$ cat src/hw/rtl/bresenham_line_rasterizer_core_macros.svh
// Assertion macros shared by the line rasterizer RTL.
// No dependencies; included by files that carry concurrent assertions.
`ifndef BRESENHAM_LINE_RASTERIZER_CORE_MACROS_SVH
`define BRESENHAM_LINE_RASTERIZER_CORE_MACROS_SVH

`ifndef SYNTHESIS
// The property must hold at every clock edge outside reset.
`define BLR_ASSERT(lbl, clk, rst_n, prop) \
  lbl: assert property (@(posedge clk) disable iff (!rst_n) (prop)) \
    else $error("line rasterizer assertion failed");
// When the trigger holds, the outcome must hold at the following clock edge.
`define BLR_ASSERT_NEXT(lbl, clk, rst_n, trig, outcome) \
  lbl: assert property (@(posedge clk) disable iff (!rst_n) (trig) |=> (outcome)) \
    else $error("line rasterizer assertion failed");
`else
`define BLR_ASSERT(lbl, clk, rst_n, prop)
`define BLR_ASSERT_NEXT(lbl, clk, rst_n, trig, outcome)
`endif

`endif

$ cat src/hw/rtl/blr_pkg.sv
// Shared types and constants for the midpoint line rasterizer.
// No dependencies; used by blr_setup, blr_step and the top level.
`timescale 1ns / 1ps
`default_nettype none

package blr_pkg;

  // Width of the gray value carried with each pixel.
  localparam int unsigned InkW = 8;

  // Extra bits of the decision value over the coordinate width.
  localparam int unsigned DecExtraBits = 4;

  typedef enum logic {
    MODE_START = 1'b0,
    MODE_STEP  = 1'b1
  } mode_e;

  // Orientation of the line being scanned.
  typedef struct packed {
    logic major_is_y;
    logic slope_down;
  } dir_t;

endpackage

`default_nettype wire

$ cat src/hw/rtl/blr_setup.sv
// Line setup: picks the major axis, orders the endpoints and derives the
// initial decision value and its increments. Depends on blr_pkg.
`timescale 1ns / 1ps
`default_nettype none

module blr_setup #(
  parameter int unsigned CoordW = 12,
  parameter int unsigned DecW   = 16
) (
  input  wire logic [CoordW-1:0]      start_x_i,
  input  wire logic [CoordW-1:0]      start_y_i,
  input  wire logic [CoordW-1:0]      end_x_i,
  input  wire logic [CoordW-1:0]      end_y_i,
  output logic      [CoordW-1:0]      a0_o,
  output logic      [CoordW-1:0]      b0_o,
  output logic      [CoordW-1:0]      a1_o,
  output blr_pkg::dir_t               dir_o,
  output logic signed [DecW-1:0]      decision_o,
  output logic signed [DecW-1:0]      step_straight_o,
  output logic signed [DecW-1:0]      step_up_diag_o,
  output logic signed [DecW-1:0]      step_down_diag_o
);

  localparam int unsigned DiffW = CoordW + 1;

  logic signed [DiffW-1:0]  dx, dy, dmin;
  logic        [DiffW-1:0]  adx, ady;
  logic                     major_x, swap;
  logic        [CoordW-1:0] pa0, pb0, pa1, pb1, b1, dmaj;
  logic signed [DecW-1:0]   dmin_w, dmaj_w, dmin2, dmaj2;

  assign dx = $signed({1'b0, end_x_i}) - $signed({1'b0, start_x_i});
  assign dy = $signed({1'b0, end_y_i}) - $signed({1'b0, start_y_i});
  assign adx = dx[DiffW-1] ? DiffW'(-dx) : DiffW'(dx);
  assign ady = dy[DiffW-1] ? DiffW'(-dy) : DiffW'(dy);

  // Comparing magnitudes is the same as comparing squares; ties go to Y.
  assign major_x = (adx > ady);

  assign pa0 = major_x ? start_x_i : start_y_i;
  assign pb0 = major_x ? start_y_i : start_x_i;
  assign pa1 = major_x ? end_x_i   : end_y_i;
  assign pb1 = major_x ? end_y_i   : end_x_i;

  // Scan always runs upward along the major axis.
  assign swap = (pa1 < pa0);
  assign a0_o = swap ? pa1 : pa0;
  assign b0_o = swap ? pb1 : pb0;
  assign a1_o = swap ? pa0 : pa1;
  assign b1   = swap ? pb0 : pb1;

  assign dmaj = a1_o - a0_o;
  assign dmin = $signed({1'b0, b1}) - $signed({1'b0, b0_o});

  assign dmaj_w = $signed({{(DecW-CoordW){1'b0}}, dmaj});
  assign dmin_w = $signed({{(DecW-DiffW){dmin[DiffW-1]}}, dmin});
  assign dmin2  = dmin_w <<< 1;
  assign dmaj2  = dmaj_w <<< 1;

  assign dir_o.major_is_y = ~major_x;
  assign dir_o.slope_down = dmin[DiffW-1];

  assign decision_o       = dmin[DiffW-1] ? (dmin2 + dmaj_w) : (dmin2 - dmaj_w);
  assign step_straight_o  = dmin2;
  assign step_up_diag_o   = dmin2 - dmaj2;
  assign step_down_diag_o = dmin2 + dmaj2;

endmodule

`default_nettype wire

$ cat src/hw/rtl/blr_step.sv
// One midpoint step: updates the decision value and moves to the next pixel.
// Depends on blr_pkg.
`timescale 1ns / 1ps
`default_nettype none

module blr_step #(
  parameter int unsigned CoordW = 12,
  parameter int unsigned DecW   = 16
) (
  input  wire logic [CoordW-1:0]        cur_a_i,
  input  wire logic [CoordW-1:0]        cur_b_i,
  input  wire blr_pkg::dir_t            dir_i,
  input  wire logic signed [DecW-1:0]   decision_i,
  input  wire logic signed [DecW-1:0]   step_straight_i,
  input  wire logic signed [DecW-1:0]   step_up_diag_i,
  input  wire logic signed [DecW-1:0]   step_down_diag_i,
  output logic      [CoordW-1:0]        next_a_o,
  output logic      [CoordW-1:0]        next_b_o,
  output logic signed [DecW-1:0]        next_decision_o
);

  logic not_pos;

  assign not_pos = decision_i[DecW-1] | (decision_i == '0);

  always_comb begin
    next_b_o        = cur_b_i;
    next_decision_o = decision_i;
    // A zero decision moves straight on a rising slope, diagonally on a falling one.
    if (!dir_i.slope_down) begin
      if (not_pos) begin
        next_decision_o = decision_i + step_straight_i;
      end else begin
        next_decision_o = decision_i + step_up_diag_i;
        next_b_o        = cur_b_i + CoordW'(1);
      end
    end else begin
      if (not_pos) begin
        next_decision_o = decision_i + step_down_diag_i;
        next_b_o        = cur_b_i - CoordW'(1);
      end else begin
        next_decision_o = decision_i + step_straight_i;
      end
    end
  end

  assign next_a_o = cur_a_i + CoordW'(1);

endmodule

`default_nettype wire

$ cat src/hw/rtl/bresenham_line_rasterizer_core.sv
// Midpoint line rasterizer producing one pixel per cycle while the result side is not stalled.
// Depends on blr_pkg, blr_setup, blr_step and the assertion macro header.
`timescale 1ns / 1ps
`default_nettype none

`include "bresenham_line_rasterizer_core_macros.svh"

// A start request (mode 0) carries two endpoints and a gray value and yields
// the line's first pixel; each step request (mode 1) yields the next pixel,
// with last_pixel_o set on the final endpoint. Step requests with no line in
// progress give no result, and a start request drops any line in progress.
// The block takes one request per cycle while in_ready_o is high: each request
// passes an input register, then the setup or step logic, then the result
// register, which loads only when it is empty or its pixel is being taken.
// in_ready_o falls only when both registers are full and the result is not
// being taken.

module bresenham_line_rasterizer_core #(
  parameter int unsigned COORD_BITS = 12
) (
  input  wire logic                        clk_i,
  input  wire logic                        rst_ni,
  input  wire logic                        in_valid_i,
  output logic                             in_ready_o,
  input  wire logic                        mode_i,
  input  wire logic [COORD_BITS-1:0]       start_x_i,
  input  wire logic [COORD_BITS-1:0]       start_y_i,
  input  wire logic [COORD_BITS-1:0]       end_x_i,
  input  wire logic [COORD_BITS-1:0]       end_y_i,
  input  wire logic [blr_pkg::InkW-1:0]    ink_i,
  output logic                             out_valid_o,
  input  wire logic                        out_ready_i,
  output logic      [COORD_BITS-1:0]       pixel_x_o,
  output logic      [COORD_BITS-1:0]       pixel_y_o,
  output logic      [blr_pkg::InkW-1:0]    pixel_value_o,
  output logic                             last_pixel_o
);

  localparam int unsigned DecW = COORD_BITS + blr_pkg::DecExtraBits;

  // Input register.
  logic                        in_valid_q;
  blr_pkg::mode_e              mode_q;
  logic [COORD_BITS-1:0]       start_x_q, start_y_q, end_x_q, end_y_q;
  logic [blr_pkg::InkW-1:0]    ink_q;

  // Line state.
  logic                        line_active_q, line_active_d;
  logic [COORD_BITS-1:0]       cur_a_q, cur_b_q, major_end_q;
  blr_pkg::dir_t               dir_q;
  logic signed [DecW-1:0]      decision_q, step_straight_q, step_up_diag_q, step_down_diag_q;
  logic [blr_pkg::InkW-1:0]    held_ink_q;

  // Result register.
  logic                        out_valid_q, out_valid_d;
  logic [COORD_BITS-1:0]       pixel_x_q, pixel_x_d, pixel_y_q, pixel_y_d;
  logic [blr_pkg::InkW-1:0]    pixel_value_q;
  logic                        last_pixel_q;

  // Setup and step results.
  logic [COORD_BITS-1:0]       su_a0, su_b0, su_a1;
  blr_pkg::dir_t               su_dir;
  logic signed [DecW-1:0]      su_decision, su_straight, su_up, su_down;
  logic [COORD_BITS-1:0]       st_a, st_b;
  logic signed [DecW-1:0]      st_decision;

  // Next line state.
  logic [COORD_BITS-1:0]       next_a, next_b, next_end;
  blr_pkg::dir_t               next_dir;
  logic signed [DecW-1:0]      next_decision, next_straight, next_up, next_down;
  logic [blr_pkg::InkW-1:0]    next_ink;
  logic                        fin;

  logic is_start, out_free, advance, produces, load_state;

  assign is_start   = (mode_q == blr_pkg::MODE_START);
  assign out_free   = ~out_valid_q | out_ready_i;
  assign advance    = in_valid_q & out_free;
  assign produces   = is_start | line_active_q;
  assign load_state = advance & produces;
  assign in_ready_o = ~in_valid_q | advance;

  blr_setup #(
    .CoordW (COORD_BITS),
    .DecW   (DecW)
  ) u_setup (
    .start_x_i        (start_x_q),
    .start_y_i        (start_y_q),
    .end_x_i          (end_x_q),
    .end_y_i          (end_y_q),
    .a0_o             (su_a0),
    .b0_o             (su_b0),
    .a1_o             (su_a1),
    .dir_o            (su_dir),
    .decision_o       (su_decision),
    .step_straight_o  (su_straight),
    .step_up_diag_o   (su_up),
    .step_down_diag_o (su_down)
  );

  blr_step #(
    .CoordW (COORD_BITS),
    .DecW   (DecW)
  ) u_step (
    .cur_a_i          (cur_a_q),
    .cur_b_i          (cur_b_q),
    .dir_i            (dir_q),
    .decision_i       (decision_q),
    .step_straight_i  (step_straight_q),
    .step_up_diag_i   (step_up_diag_q),
    .step_down_diag_i (step_down_diag_q),
    .next_a_o         (st_a),
    .next_b_o         (st_b),
    .next_decision_o  (st_decision)
  );

  always_comb begin
    if (is_start) begin
      next_a        = su_a0;
      next_b        = su_b0;
      next_end      = su_a1;
      next_dir      = su_dir;
      next_decision = su_decision;
      next_straight = su_straight;
      next_up       = su_up;
      next_down     = su_down;
      next_ink      = ink_q;
    end else begin
      next_a        = st_a;
      next_b        = st_b;
      next_end      = major_end_q;
      next_dir      = dir_q;
      next_decision = st_decision;
      next_straight = step_straight_q;
      next_up       = step_up_diag_q;
      next_down     = step_down_diag_q;
      next_ink      = held_ink_q;
    end
    fin       = (next_a == next_end);
    pixel_x_d = next_dir.major_is_y ? next_b : next_a;
    pixel_y_d = next_dir.major_is_y ? next_a : next_b;
  end

  always_comb begin
    line_active_d = line_active_q;
    if (load_state) begin
      line_active_d = ~fin;
    end
    out_valid_d = out_valid_q & ~out_ready_i;
    if (load_state) begin
      out_valid_d = 1'b1;
    end
  end

  always_ff @(posedge clk_i or negedge rst_ni) begin
    if (!rst_ni) begin
      in_valid_q    <= 1'b0;
      line_active_q <= 1'b0;
      out_valid_q   <= 1'b0;
    end else begin
      if (in_ready_o) begin
        in_valid_q <= in_valid_i;
      end
      line_active_q <= line_active_d;
      out_valid_q   <= out_valid_d;
    end
  end

  always_ff @(posedge clk_i) begin
    if (in_valid_i && in_ready_o) begin
      mode_q    <= blr_pkg::mode_e'(mode_i);
      start_x_q <= start_x_i;
      start_y_q <= start_y_i;
      end_x_q   <= end_x_i;
      end_y_q   <= end_y_i;
      ink_q     <= ink_i;
    end
    if (load_state) begin
      cur_a_q          <= next_a;
      cur_b_q          <= next_b;
      major_end_q      <= next_end;
      dir_q            <= next_dir;
      decision_q       <= next_decision;
      step_straight_q  <= next_straight;
      step_up_diag_q   <= next_up;
      step_down_diag_q <= next_down;
      held_ink_q       <= next_ink;
      pixel_x_q        <= pixel_x_d;
      pixel_y_q        <= pixel_y_d;
      pixel_value_q    <= next_ink;
      last_pixel_q     <= fin;
    end
  end

  assign out_valid_o   = out_valid_q;
  assign pixel_x_o     = pixel_x_q;
  assign pixel_y_o     = pixel_y_q;
  assign pixel_value_o = pixel_value_q;
  assign last_pixel_o  = last_pixel_q;

  `BLR_ASSERT_NEXT(a_last_ends_line, clk_i, rst_ni, load_state && fin, !line_active_q)
  `BLR_ASSERT(a_scan_within_line, clk_i, rst_ni, !line_active_q || (cur_a_q < major_end_q))
  `BLR_ASSERT_NEXT(a_idle_step_silent, clk_i, rst_ni, advance && !produces, !out_valid_q)
  `BLR_ASSERT(a_result_from_request, clk_i, rst_ni, !$rose(out_valid_q) || $past(load_state))

endmodule

`default_nettype wire

$ cat config.mk
export PLATFORM = sky130hd
export DESIGN_NAME = bresenham_line_rasterizer_core
export DESIGN_NICKNAME = d
export VERILOG_FILES = /design/src/hw/rtl/blr_pkg.sv /design/src/hw/rtl/blr_setup.sv /design/src/hw/rtl/blr_step.sv /design/src/hw/rtl/bresenham_line_rasterizer_core.sv
export VERILOG_INCLUDE_DIRS = /design/src /design/src/hw/rtl
export SDC_FILE = /design/constraint.sdc
export NUM_CORES = 1
export LEC_CHECK = 0
export ABC_AREA = 1
export ABC_CLOCK_PERIOD_IN_PS = 17200
export BUFFER_PORTS_ARGS = -buffer_cell sky130_fd_sc_hd__buf_2
export CORE_UTILIZATION = 45
export DETAILED_ROUTE_END_ITERATION = 8
export GPL_TIMING_DRIVEN = 0
export PLACE_DENSITY_LB_ADDON = 0.1
export SYNTH_ARGS = -nofsm -noshare
export SYNTH_HDL_FRONTEND = slang
export SYNTH_HIERARCHICAL = 1
export SYNTH_SLANG_ARGS = --single-unit
export TNS_END_PERCENT = 30
$ cat constraint.sdc
create_clock -name clk_i -period 17.2 [get_ports clk_i]
set_clock_uncertainty 0.05 [all_clocks]
set_input_delay 0 -clock clk_i [delete_from_list [all_inputs] [get_ports clk_i]]
set_output_delay 0 -clock clk_i [all_outputs]
set_load 0.01 [all_outputs]
==> out/metrics.cfg <==
[clock_network]
cts_resized=0
post_cts_buffers=0
clkTransAtPathRegs_ns=0.08
tritoncts=done
ctsHtreeMaxLevel=4
cts_buffers=17
hold_buffers=63
numClockSinks=195
cts_max_path_buffers=2
clock_latency_ns=0.47
cts_root_buffer=clkbuf_16

[detailed_routing]
drt-vias-per-instance=5.028
wl_per_cell_microns=15.81
wl_mm=50.03
ant_nets=0
via_count=15910
drt_iter0_markers=983
drc=0
dr.pass1.iters=7

[synthesis]
yosys.area_share.simple_pct=28.96
synth-edff-count=192
synthTopCellsByArea=edfxtp_1, nand2_1, ha_1, inv_1, xor2_1
yosysWarnings=6
synth_xor_xnor_area_share_pct=6.281
ys_ff_latch=195
synth_top_area_share_pct=32.38
synthMuxAreaShare_pct=0.1686
yosysTopAreaCell=edfxtp_1
synth_top_family_by_area=simple AND/OR/NAND/NOR gates
ys.flop_type=edfxtp_1
synth_compound_area_share_pct=9.534
ys_seq_area_share_pct=32.80
async_flop_share_pct=1.538
synth_cells=2452
synthAdderAreaFrac_pct=12.15
syn_avg_cell_area_sq_um=7.263
netlist_area_sq_um=17810
ys_types=52

[finish]
drive_gt1_share_pct=9.826
fillers=3788
final_common_cell=nand2_1
layout_common_cells=nand2_1, inv_1, edfxtp_1
diodes=0
multiInputGateArea_sq_um=10190
fin_nets=2862
seq_area_sq_um=5841
area_growth_pct=13.54

[placed_design]
port-buffer-count=95
dp_hpwl_mm=40.98
gp_congestion=0.9263

[die]
rows=72
die_w_microns=200.9
die_y_microns=200.9
core-area_sq_um=38830
top_level_ports=96
initial_core_util_pct=45.87
design.die.area_sq_um=40370

[timing]
final_max_slew_viol_count=0
worst_pin_slew_ns=0.8592
setup_viol=0
fin_setup_tns_ns=0
timing.fmax_ghz=0.07856
hold_violations=0
rsz0062_at_grt=false
max-slew-margin-rel_pct=42.72
post-route-min-period_ns=12.73
min_period_over_period_pct=74.01

[worst_hold_path]
hp-class=in2reg

[setup_path]
crit_slowest_cell=o21ai_0
cp.arrival_ns=13.03
worstSetupStartpointType=flip-flop
path_common_cell=nand2_1
path_class=reg2reg
end_kind=flip-flop
cp.required_ns=17.50
max_stage_delay_ns=0.65
critPathMaxFanout=13

[global_route]
grt_pass1_wl_mm=79.51
overflow=0
antenna_found_initial=0
grtUsageTotal_pct=25.27
grt_pass1_vias=15500
grt_max_degree=49

[status]
status=finished clean

[job]
maxCapViolations=0

==> cell type report <==
cell class	instances	area share, %
Multi-Input combinational cell	1821	50.38
Clock inverter	13	0.7054
Tap cell	518	3.205
Sequential cell	195	28.89
Inverter	372	6.931
Clock buffer	18	2.123
Timing Repair Buffer	161	5.804
Buffer	66	1.962
==> cells in the mapped netlist (all sizes together), types with 2 or more instances <==
cell type and instances:
nor3 23, o21bai 24, nand3 136, fa 10, clkbuf 17, or2 10, edfxtp 192, ha 157
buf 49, nor2 118, o31ai 7, dfrtp 3, and2 2, o211ai 6, nand3b 14, xnor2 26
xor2 100, a211oi 2, mux2i 3, o221ai 2, a21oi 115, nand2 885, inv 372, nand4 19
nor4 2, o21ai 152
==> worst paths after layout <==
kind,from,endpoint,slack [ns],cells after the start
worst max-delay path,start_y_q[0],decision_q[15],4.47,56
worst min-delay path,end_x_i[6],end_x_q[6],0.18,2
worst max register to register,start_y_q[0],decision_q[15],4.47,56
worst min register to register,ink_q[2],pixel_value_o[2],0.37,0
max in group asynchronous,rst_ni,in_valid_q,16.60,3
min in group asynchronous,rst_ni,line_active_q,0.36,3
==> logic make-up (layout without fill, tap and decap cells) <==
family                     after synthesis  after routing
other                                    1              3
AOI/OAI and AO/OA                      312            312
buffers and inverters                  438            630
and+or+nand+nor                       1210           1210
DFF                                    195            195
muxes                                    3              3
adders and majority gates              167            167
xor gates and xnor gates               126            126
==> metal layers <==
| metal | track usage, % | share of wire (%) |
|---|---|---|
| met1 | 31.11 | 44 |
| met2 | 45.45 | 50 |
| met3 | 2.143 | 2.9 |
| met4 | 9.978 | 3.0 |
| met5 | 0 | 0 |
==> flip-flops by register name (all words and copies together) (netlist names), 2 cells and up <==
name / cells
cur_a_q: 12
cur_b_q: 12
decision_q: 16
dir_q: 2
end_x_q: 12
end_y_q: 12
ink_q: 8
major_end_q: 12
pixel_value_o: 8
pixel_x_o: 12
pixel_y_o: 12
start_x_q: 12
start_y_q: 12
step_down_diag_q: 16
step_straight_q: 16
step_up_diag_q: 16
==> critical path: cells and delay by family (launching register included) <==
family / cells / cell delay (ns)
and+or+nand+nor: 19 / 2.39
adders and majority gates: 6 / 2.04
xor gates and xnor gates: 1 / 0.18
DFF: 1 / 0.42
AOI/OAI and AO/OA: 16 / 4.19
buffers and inverters: 14 / 3.29
==> through the flow <==
stage | cells | instance area (sq um) | utilization (%) | setup WS (ns) | hold WS [ns]
finish | 3164 | 20220 | 52.08 | 4.470 | 0.1812
global placement | 3067 | 18940 | 48.78 | 4.682 | -0.2522
global route | 3164 | 20220 | 52.08 | 3.756 | 0.1762
floorplan | 2454 | 17820 | - | 7.833 | -0.3456
CTS | 3164 | 20220 | 52.08 | 4.513 | 0.1590
detailed placement | 3070 | 19020 | 48.98 | 4.606 | -0.2492
Power is not shown: default switching activity piles up to over one toggle a cycle in this logic, so the estimate is an artifact.
